===== config.mk =====
export PLATFORM = sky130hd
export DESIGN_NAME = priority_run_queue_manager
export DESIGN_NICKNAME = d
export VERILOG_FILES = /design/src/hdl/prq_pkg.sv /design/src/hdl/prq_ram.sv /design/src/hdl/prq_ctrl.sv /design/src/hdl/prq_datapath.sv /design/src/hdl/priority_run_queue_manager.sv
export SDC_FILE = /design/constraint.sdc
export NUM_CORES = 2
export LEC_CHECK = 0
export BUFFER_PORTS_ARGS = -buffer_cell sky130_fd_sc_hd__buf_2
export CAP_MARGIN = 40
export CORE_MARGIN = 2
export CORE_UTILIZATION = 60
export CTS_CLUSTER_DIAMETER = 60
export DETAILED_ROUTE_END_ITERATION = 8
export GPL_TIMING_DRIVEN = 0
export PLACE_DENSITY = 0.78
export SLEW_MARGIN = 10
export SYNTH_ARGS = -nofsm -noshare
export SYNTH_HDL_FRONTEND = slang
export SYNTH_SLANG_ARGS = --single-unit

===== constraint.sdc =====
create_clock -name clk_i -period 5.38 [get_ports clk_i]
set_input_delay 0.269 -clock clk_i [delete_from_list [all_inputs] [get_ports clk_i]]
set_output_delay 0.269 -clock clk_i [all_outputs]
set_load 0.02 [all_outputs]

===== src/hdl/prq_pkg.sv =====
// Package for the priority run queue manager.
// Field widths, operation and status codes, controller/datapath interface structs.
// No dependencies.
package prq_pkg;

  localparam int MODE_W       = 1;
  localparam int SLOT_FIELD_W = 6;
  localparam int PRIO_FIELD_W = 7;
  localparam int STATUS_W     = 2;
  localparam int MAP_W        = 32;

  localparam int IN_TDATA_W  = 16;
  localparam int OUT_TDATA_W = 40;

  localparam logic [MODE_W-1:0] MODE_INSERT = 1'b0;
  localparam logic [MODE_W-1:0] MODE_REMOVE = 1'b1;

  localparam logic [STATUS_W-1:0] STATUS_DONE   = 2'd0;
  localparam logic [STATUS_W-1:0] STATUS_QUEUED = 2'd1;
  localparam logic [STATUS_W-1:0] STATUS_EMPTY  = 2'd2;

  typedef struct packed {
    logic clr;
    logic issue;
    logic exec;
    logic link;
    logic out_load;
  } dp_cmd_t;

  typedef struct packed {
    logic clear_last;
    logic out_free;
  } dp_sts_t;

endpackage


===== src/hdl/prq_ram.sv =====
// Generic single write port, single read port RAM with registered read.
// Read returns the old contents on a same-address write. No dependencies.
module prq_ram #(
  parameter int WIDTH = 8,
  parameter int DEPTH = 64
) (
  input  logic                     clk_i,
  input  logic                     we_i,
  input  logic [$clog2(DEPTH)-1:0] waddr_i,
  input  logic [WIDTH-1:0]         wdata_i,
  input  logic [$clog2(DEPTH)-1:0] raddr_i,
  output logic [WIDTH-1:0]         rdata_o
);

  logic [WIDTH-1:0] mem_q [DEPTH];
  logic [WIDTH-1:0] rdata_q;

  always_ff @(posedge clk_i) begin
    if (we_i) begin
      mem_q[waddr_i] <= wdata_i;
    end
    rdata_q <= mem_q[raddr_i];
  end

  assign rdata_o = rdata_q;

endmodule


===== src/hdl/prq_ctrl.sv =====
// Sequencing state machine of the run queue manager.
// Depends on prq_pkg for the command and status structs.
module prq_ctrl import prq_pkg::*; (
  input  logic    clk_i,
  input  logic    rst_ni,
  input  logic    in_valid_i,
  output logic    in_ready_o,
  input  dp_sts_t sts_i,
  output dp_cmd_t cmd_o
);

  localparam logic [2:0] ST_CLR  = 3'd0;
  localparam logic [2:0] ST_IDLE = 3'd1;
  localparam logic [2:0] ST_EXEC = 3'd2;
  localparam logic [2:0] ST_LINK = 3'd3;
  localparam logic [2:0] ST_HOLD = 3'd4;

  logic [2:0] state_q, state_d;

  always_comb begin
    state_d    = state_q;
    cmd_o      = '0;
    in_ready_o = 1'b0;
    unique case (state_q)
      ST_CLR: begin
        cmd_o.clr = 1'b1;
        if (sts_i.clear_last) begin
          state_d = ST_IDLE;
        end
      end
      ST_IDLE: begin
        in_ready_o  = 1'b1;
        cmd_o.issue = in_valid_i;
        if (in_valid_i) begin
          state_d = ST_EXEC;
        end
      end
      ST_EXEC: begin
        cmd_o.exec = 1'b1;
        state_d    = ST_LINK;
      end
      ST_LINK: begin
        cmd_o.link     = 1'b1;
        cmd_o.out_load = sts_i.out_free;
        state_d        = sts_i.out_free ? ST_IDLE : ST_HOLD;
      end
      ST_HOLD: begin
        cmd_o.out_load = sts_i.out_free;
        if (sts_i.out_free) begin
          state_d = ST_IDLE;
        end
      end
      default: begin
        state_d = ST_CLR;
      end
    endcase
  end

  always_ff @(posedge clk_i or negedge rst_ni) begin
    if (!rst_ni) begin
      state_q <= ST_CLR;
    end else begin
      state_q <= state_d;
    end
  end

endmodule


===== src/hdl/prq_datapath.sv =====
// Datapath of the run queue manager: link RAMs, queued-flag RAM, occupancy
// map and result register. Depends on prq_pkg and prq_ram.
module prq_datapath import prq_pkg::*; #(
  parameter int PROCESS_SLOTS = 64,
  parameter int QUEUE_COUNT   = 32
) (
  input  logic                   clk_i,
  input  logic                   rst_ni,
  input  dp_cmd_t                cmd_i,
  output dp_sts_t                sts_o,
  input  logic [MODE_W-1:0]      in_mode_i,
  input  logic [IN_TDATA_W-1:0]  in_data_i,
  output logic                   out_valid_o,
  input  logic                   out_ready_i,
  output logic [OUT_TDATA_W-1:0] out_data_o
);

  localparam int NODES      = PROCESS_SLOTS + QUEUE_COUNT;
  localparam int NW         = $clog2(NODES);
  localparam int SW         = $clog2(PROCESS_SLOTS);
  localparam int QW         = $clog2(QUEUE_COUNT);
  localparam int SLOT_CODES = 1 << SLOT_FIELD_W;
  localparam int QUEUE_CODES = 1 << (PRIO_FIELD_W - 2);

  function automatic logic [SLOT_CODES-1:0][SW-1:0] slot_wrap_table();
    logic [SLOT_CODES-1:0][SW-1:0] t;
    for (int i = 0; i < SLOT_CODES; i++) begin
      t[i] = SW'(i % PROCESS_SLOTS);
    end
    return t;
  endfunction

  function automatic logic [QUEUE_CODES-1:0][QW-1:0] queue_wrap_table();
    logic [QUEUE_CODES-1:0][QW-1:0] t;
    for (int i = 0; i < QUEUE_CODES; i++) begin
      t[i] = QW'(i % QUEUE_COUNT);
    end
    return t;
  endfunction

  localparam logic [SLOT_CODES-1:0][SW-1:0]  SLOT_WRAP  = slot_wrap_table();
  localparam logic [QUEUE_CODES-1:0][QW-1:0] QUEUE_WRAP = queue_wrap_table();

  logic [SLOT_FIELD_W-1:0] slot_field;
  logic [PRIO_FIELD_W-1:0] prio_field;
  logic [SW-1:0]           slot_in;
  logic [QW-1:0]           queue_in;
  logic [NW-1:0]           head_in;

  logic [MODE_W-1:0]   mode_q;
  logic [SW-1:0]       slot_q;
  logic [QW-1:0]       queue_q;
  logic [NW-1:0]       head_q;
  logic [NW-1:0]       slot_node;
  logic [STATUS_W-1:0] status_q, status_d;
  logic                ins_q, ins_d, rem_q, rem_d;
  logic [NW-1:0]       lnk_a_q, lnk_b_q;
  logic [NW-1:0]       clr_cnt_q;
  logic [QUEUE_COUNT-1:0] map_q, map_d;
  logic                out_valid_q;
  logic [OUT_TDATA_W-1:0] out_data_q;
  logic [NW-1:0]       head_fwd;

  logic          fwd_we, bwd_we, qd_we;
  logic [NW-1:0] fwd_waddr, fwd_wdata, fwd_raddr, fwd_rdata;
  logic [NW-1:0] bwd_waddr, bwd_wdata, bwd_raddr, bwd_rdata;
  logic [SW-1:0] qd_waddr, qd_raddr;
  logic          qd_wdata, qd_rdata;

  assign slot_field = in_data_i[SLOT_FIELD_W-1:0];
  assign prio_field = in_data_i[SLOT_FIELD_W +: PRIO_FIELD_W];
  assign slot_in    = SLOT_WRAP[slot_field];
  assign queue_in   = QUEUE_WRAP[prio_field[PRIO_FIELD_W-1:2]];
  assign head_in    = NW'(PROCESS_SLOTS) + NW'(queue_in);
  assign slot_node  = NW'(slot_q);

  // decision on the link and flag data read at accept
  always_comb begin
    ins_d    = 1'b0;
    rem_d    = 1'b0;
    status_d = STATUS_DONE;
    if (mode_q == MODE_INSERT) begin
      if (qd_rdata) begin
        status_d = STATUS_QUEUED;
      end else begin
        ins_d = 1'b1;
      end
    end else if (!map_q[queue_q]) begin
      status_d = STATUS_EMPTY;
    end else begin
      rem_d = qd_rdata;
    end
  end

  always_comb begin
    fwd_raddr = cmd_i.issue ? NW'(slot_in) : head_q;
    bwd_raddr = (in_mode_i == MODE_INSERT) ? head_in : NW'(slot_in);
    qd_raddr  = slot_in;
    fwd_we    = 1'b0;
    fwd_waddr = '0;
    fwd_wdata = '0;
    bwd_we    = 1'b0;
    bwd_waddr = '0;
    bwd_wdata = '0;
    qd_we     = 1'b0;
    qd_waddr  = slot_q;
    qd_wdata  = 1'b0;
    priority if (cmd_i.clr) begin
      fwd_we    = 1'b1;
      fwd_waddr = clr_cnt_q;
      fwd_wdata = clr_cnt_q;
      bwd_we    = 1'b1;
      bwd_waddr = clr_cnt_q;
      bwd_wdata = clr_cnt_q;
      qd_we     = clr_cnt_q < NW'(PROCESS_SLOTS);
      qd_waddr  = clr_cnt_q[SW-1:0];
    end else if (cmd_i.exec && ins_d) begin
      fwd_we    = 1'b1;
      fwd_waddr = slot_node;
      fwd_wdata = head_q;
      bwd_we    = 1'b1;
      bwd_waddr = slot_node;
      bwd_wdata = bwd_rdata;
      qd_we     = 1'b1;
      qd_wdata  = 1'b1;
    end else if (cmd_i.exec && rem_d) begin
      fwd_we    = 1'b1;
      fwd_waddr = bwd_rdata;
      fwd_wdata = fwd_rdata;
      bwd_we    = 1'b1;
      bwd_waddr = fwd_rdata;
      bwd_wdata = bwd_rdata;
      qd_we     = 1'b1;
    end else if (cmd_i.link && ins_q) begin
      fwd_we    = 1'b1;
      fwd_waddr = lnk_a_q;
      fwd_wdata = slot_node;
      bwd_we    = 1'b1;
      bwd_waddr = head_q;
      bwd_wdata = slot_node;
    end
  end

  // header forward link after the unlink; the RAM read misses a write at prev == head
  assign head_fwd = (lnk_b_q == head_q) ? lnk_a_q : fwd_rdata;

  always_comb begin
    map_d = map_q;
    if (cmd_i.link) begin
      if (ins_q) begin
        map_d[queue_q] = 1'b1;
      end else if (rem_q && head_fwd == head_q) begin
        map_d[queue_q] = 1'b0;
      end
    end
  end

  always_ff @(posedge clk_i) begin
    if (cmd_i.issue) begin
      mode_q  <= in_mode_i;
      slot_q  <= slot_in;
      queue_q <= queue_in;
      head_q  <= head_in;
    end
    if (cmd_i.exec) begin
      status_q <= status_d;
      lnk_a_q  <= (mode_q == MODE_INSERT) ? bwd_rdata : fwd_rdata;
      lnk_b_q  <= bwd_rdata;
    end
    if (cmd_i.out_load) begin
      out_data_q <= OUT_TDATA_W'({32'(map_d), status_q});
    end
  end

  always_ff @(posedge clk_i or negedge rst_ni) begin
    if (!rst_ni) begin
      clr_cnt_q   <= '0;
      ins_q       <= 1'b0;
      rem_q       <= 1'b0;
      map_q       <= '0;
      out_valid_q <= 1'b0;
    end else begin
      if (cmd_i.clr) begin
        clr_cnt_q <= clr_cnt_q + 1'b1;
      end
      if (cmd_i.exec) begin
        ins_q <= ins_d;
        rem_q <= rem_d;
      end
      map_q <= map_d;
      if (cmd_i.out_load) begin
        out_valid_q <= 1'b1;
      end else if (out_ready_i) begin
        out_valid_q <= 1'b0;
      end
    end
  end

  assign sts_o.clear_last = clr_cnt_q == NW'(NODES - 1);
  assign sts_o.out_free   = !out_valid_q || out_ready_i;
  assign out_valid_o      = out_valid_q;
  assign out_data_o       = out_data_q;

  prq_ram #(.WIDTH(NW), .DEPTH(NODES)) u_fwd_ram (
    .clk_i   (clk_i),
    .we_i    (fwd_we),
    .waddr_i (fwd_waddr),
    .wdata_i (fwd_wdata),
    .raddr_i (fwd_raddr),
    .rdata_o (fwd_rdata)
  );

  prq_ram #(.WIDTH(NW), .DEPTH(NODES)) u_bwd_ram (
    .clk_i   (clk_i),
    .we_i    (bwd_we),
    .waddr_i (bwd_waddr),
    .wdata_i (bwd_wdata),
    .raddr_i (bwd_raddr),
    .rdata_o (bwd_rdata)
  );

  prq_ram #(.WIDTH(1), .DEPTH(PROCESS_SLOTS)) u_queued_ram (
    .clk_i   (clk_i),
    .we_i    (qd_we),
    .waddr_i (qd_waddr),
    .wdata_i (qd_wdata),
    .raddr_i (qd_raddr),
    .rdata_o (qd_rdata)
  );

endmodule


===== src/hdl/priority_run_queue_manager.sv =====
// Priority run queue manager: linked run queues with an occupancy map.
// Requests are handled one at a time, paced by the read-then-write sequence on the shared link
// RAMs (one write port each); a stalled result output also holds off the next request.
// Reset: a sweep over all PROCESS_SLOTS + QUEUE_COUNT link nodes initializes the queue headers
// and clears the queued flags; no request is accepted until it ends.
// Depends on prq_pkg, prq_ctrl, prq_datapath, prq_ram.
module priority_run_queue_manager import prq_pkg::*; #(
  parameter int PROCESS_SLOTS = 64,
  parameter int QUEUE_COUNT   = 32
) (
  input  logic                   clk_i,
  input  logic                   rst_ni,
  input  logic                   s_axis_tvalid,
  output logic                   s_axis_tready,
  input  logic [IN_TDATA_W-1:0]  s_axis_tdata,  // process_slot[5:0], priority_req[12:6]
  input  logic [MODE_W-1:0]      s_axis_tuser,  // mode[0]
  output logic                   m_axis_tvalid,
  input  logic                   m_axis_tready,
  output logic [OUT_TDATA_W-1:0] m_axis_tdata   // status[1:0], nonempty_map[33:2]
);

  dp_cmd_t cmd;
  dp_sts_t sts;

  prq_ctrl u_ctrl (
    .clk_i      (clk_i),
    .rst_ni     (rst_ni),
    .in_valid_i (s_axis_tvalid),
    .in_ready_o (s_axis_tready),
    .sts_i      (sts),
    .cmd_o      (cmd)
  );

  prq_datapath #(
    .PROCESS_SLOTS (PROCESS_SLOTS),
    .QUEUE_COUNT   (QUEUE_COUNT)
  ) u_datapath (
    .clk_i       (clk_i),
    .rst_ni      (rst_ni),
    .cmd_i       (cmd),
    .sts_o       (sts),
    .in_mode_i   (s_axis_tuser),
    .in_data_i   (s_axis_tdata),
    .out_valid_o (m_axis_tvalid),
    .out_ready_i (m_axis_tready),
    .out_data_o  (m_axis_tdata)
  );

endmodule


==> reports/results.ini <==
[floorplan]
boundaryPins=63
die_x_microns=323.9
floorplan.initialDensity=0.6045
fp.dieH_microns=323.9
die-area_sq_um=104900
fp-row-count=117
design.core.area_sq_um=101600

[finish]
area_growth_pct=13.50
fraction_of_layout_cells_with_a_size_suffix_above_1=0.1756
post-route-util=0.6861
ff_latch_area_sq_um=45570
multi_input_area_sq_um=14720
finish.instance_area_sq_um=69710
number_of_nets_in_the_layout=4182
count_of_fill_cells_added_during_filler_insertion=6427

[worst_setup_path]
crit_path_top_delay_cell=sky130_fd_sc_hd__clkbuf_1
r2r_slack_ns=-0.11
worst_setup_path_start_kind=flop
worst_setup_path_startpoint=u_datapath.head_q[1]$_DFFE_PN_
worst_path_largest_cell_delay_ns=0.61
critical_path.top_delay_family=buffers and inverters
worst-endpoint-required_ns=5.90
critical_path_arrival_ns=6.01
regToRegStartpoint=u_datapath.head_q[1]$_DFFE_PN_
worst-path-buf-inv=6
crit_path_end_kind=flop
critical_path.cell_chain=clkbuf_1, clkbuf_1, mux2_4, buf_4, buf_4, buf_2, buf_2, nand3_1, a211oi_1, nor3_1, a31oi_1, nand3_1
cp_max_fo=10
setup.worst_path.class=flop to flop

[logic_synthesis]
synth_top_family_by_area=multiplexers
synth.most_common_cell=sky130_fd_sc_hd__edfxtp_1
synthSimpleGateAreaFrac=0.09294
ys_top_cells_by_area=sky130_fd_sc_hd__edfxtp_1 (72%), sky130_fd_sc_hd__mux4_2 (8.7%), sky130_fd_sc_hd__nand2_1 (4.0%)
synth-warning-count=0
yosys.area_share.adder=0.0002037
syn_area_per_cell_sq_um=15.98
synth-async-reset-ratio=0.02941
synth_top_cell_area_share=0.7188
syn-instance-count=3843
syn_area_sq_um=61410
netlist-cell-type-count=72
ranking_of_synthesized_cells_by_instance_count=sky130_fd_sc_hd__edfxtp_1 (1470), sky130_fd_sc_hd__nand2_1 (654), sky130_fd_sc_hd__nor2_1 (329)
synth_xor_xnor_area_share=0.002282
synth.largest_area_cell=sky130_fd_sc_hd__edfxtp_1
predominant_post_synthesis_flop_cell=sky130_fd_sc_hd__edfxtp_1
synth_mux_area_frac=0.09973
synth_compound_gate_area_share=0.04211
seq_area_frac_synth=0.7420
synth-edff-count=1470
yosys_register_bits=1530

[detailed_routing]
postRouteWirelength_microns=192400
drt_iter0_drc=7881
post_dr_vias_cell=7.070
remaining_drc_errors=1
via_count=39990
detail-route-antenna-nets=0
route.detailed.wl_per_inst_microns=34.01
first_pass_iters=9

[global_routing]
grtUsageTotal=0.3697
grt_start_max_net_pins=83
first_global_vias=38080
grt_remaining_overflow=0
grt_first_pass_wirelength_microns=271100
antenna_violations_before_repair=15

[timing]
tightest_slew_ns=1.114
clock_period_minus_final_worst_setup_slack_ns=5.495
postLayoutSetupSlackWorst_ns=-0.1148
rsz0062_at_grt=yes
setup-violations-final=1
timing_hold_violations_final=0
timing.final.crit_share=1.021
skew_ns=0.03086
slew_headroom=0.2566
max_clock_freq_mhz=182.0
report.final.slew_viol_count=0

[cts]
root_buffer=sky130_fd_sc_hd__clkbuf_16
postCtsSetupRepairBufs=0
htree_num_levels=4
clk_pin_slew_ns=0.06
numClockSinks=1530
clock_tree.buffer_depth=3
numCtsBuffers=152
clock_tree_from_tritoncts=done
clock_latency_on_the_worst_skew_pair_ns=0.79

[power]
power_density_nw_per_um2=501.7
static-leakage-power_nw=23.12
vdd_drop_max_v=0.0003559

[flow_run]
max_cap_violations=0

[outcome]
violations=DRC, setup timing
outcome=complete, but fails checks

[placed_design]
globalplace.congestion=1.020
io_buffer_count=51
place_hpwl_microns=123700
post_dp_cell_area_sq_um=64660

[worst_hold_path]
worstHoldPathType=input port to async pin

-- cells in the final DEF, fill, tap and decap left out, types with 22 or more instances in the layout --
cell,Yosys,routed
sky130_fd_sc_hd__nand2_1,654,647
sky130_fd_sc_hd__clkbuf_16,0,152
sky130_fd_sc_hd__nand4_1,46,46
sky130_fd_sc_hd__mux4_2,236,236
sky130_fd_sc_hd__dfrtp_1,45,45
sky130_fd_sc_hd__a22oi_1,44,44
sky130_fd_sc_hd__mux2i_1,60,58
sky130_fd_sc_hd__buf_6,12,48
sky130_fd_sc_hd__o21ai_0,36,36
sky130_fd_sc_hd__clkbuf_1,112,146
sky130_fd_sc_hd__a32oi_1,37,37
sky130_fd_sc_hd__inv_1,31,30
sky130_fd_sc_hd__edfxtp_1,1470,1470
sky130_fd_sc_hd__nor2_1,329,325
sky130_fd_sc_hd__a31oi_1,57,57
sky130_fd_sc_hd__a21oi_1,90,89
sky130_fd_sc_hd__clkinv_2,0,22
sky130_fd_sc_hd__clkinv_1,0,26
sky130_fd_sc_hd__nand3_1,205,203
sky130_fd_sc_hd__buf_4,23,45
sky130_fd_sc_hd__buf_2,74,130
-- power breakdown --
group	switching [mW]	internal [mW]	leakage, nW
registers	0.250	15.1	14.0
logic	6.94	2.24	6.75
clock network	4.70	5.72	2.35
-- registers in the layout, summed over array words and instances, names as in the netlist --
| name | count |
|---|---|
| u_datapath.clr_cnt_q | 7 |
| u_datapath.slot_q | 6 |
| u_datapath.u_bwd_ram.rdata_o | 7 |
| u_datapath.lnk_a_q | 7 |
| u_datapath.u_queued_ram.rdata_o | 1 |
| u_datapath.u_fwd_ram.rdata_o | 7 |
| u_ctrl.state_q | 3 |
| u_datapath.lnk_b_q | 7 |
| u_datapath.u_fwd_ram.mem_q | 672 |
| u_datapath.ins_q | 1 |
| u_datapath.rem_q | 1 |
| u_datapath.u_queued_ram.mem_q | 64 |
| u_datapath.mode_q | 1 |
| u_datapath.status_q | 2 |
| u_datapath.head_q | 5 |
| u_datapath.u_bwd_ram.mem_q | 672 |
| u_datapath.out_data_o | 34 |
| u_datapath.out_valid_o | 1 |
| u_datapath.map_q | 32 |
-- layout make-up --
cell class / count / area share
Antenna cell: 11 / 0.0003949
Buffer: 233 / 0.01641
Clock buffer: 194 / 0.05798
Clock inverter: 77 / 0.01127
Inverter: 32 / 0.001831
Multi-Input combinational cell: 2053 / 0.2112
Sequential cell: 1530 / 0.6537
Tap cell: 1368 / 0.02456
Timing Repair Buffer: 158 / 0.02265
-- stage by stage --
| step | cells | hold WS (ns) | power, mW | worst slack, ns | TNS [ns] |
|---|---|---|---|---|---|
| finish | 5656 | 0.007327 | 34.97 | -0.1148 | -0.1148 |
| global route | 5646 | 0.05207 | 35.41 | -0.01088 | -0.09267 |
| CTS | 5642 | 0.005705 | 34.30 | 0.3589 | 0 |
| detailed placement | 5356 | 0.2738 | 24.09 | 0.4147 | 0 |
| global placement | 5267 | 0.4474 | 23.58 | -2.657 | -871.16 |
| floorplan | 3848 | -0.02659 | 19.89 | 0.4556 | 0 |
-- final timing paths --
check | depth (start not counted) | to
max reg2reg | 12 | u_datapath.u_fwd_ram.rdata_o[2]$_DFF_P_
min in group clk_i | 2 | u_datapath.slot_q[1]$_DFFE_PN_
max | 12 | u_datapath.u_fwd_ram.rdata_o[2]$_DFF_P_
max in group asynchronous | 3 | u_datapath.clr_cnt_q[1]$_DFFE_PN0P_
min reg2reg | 0 | u_datapath.out_data_o[0]$_DFFE_PP_
min | 2 | u_datapath.map_q[18]$_DFF_PN0_
-- routing by layer --
layer	routed length, microns	GRT usage	vias up
met5	93	0	-
met2	85360	0.5465	3932
li1	-	-	15500
met1	62580	0.4738	19580
met4	15490	0.2368	14
met3	28850	0.1234	969
-- what timing repair did --
action | in CTS | in global routing
endpoints found under the setup margin | 0 | 21
hold buffers | 15 | 0
resized for setup | 0 | 3
endpoints found under the hold margin | 68 | 0
-- logic make-up after synthesis --
logic type / count (synthesis)
flops: 1530
simple gates: 1340
compound gates: 377
mux: 313
buf+inv: 265
xor+xnor: 16
fa+ha+maj: 1
other cells: 1
Power figures use the tool's default switching activity.
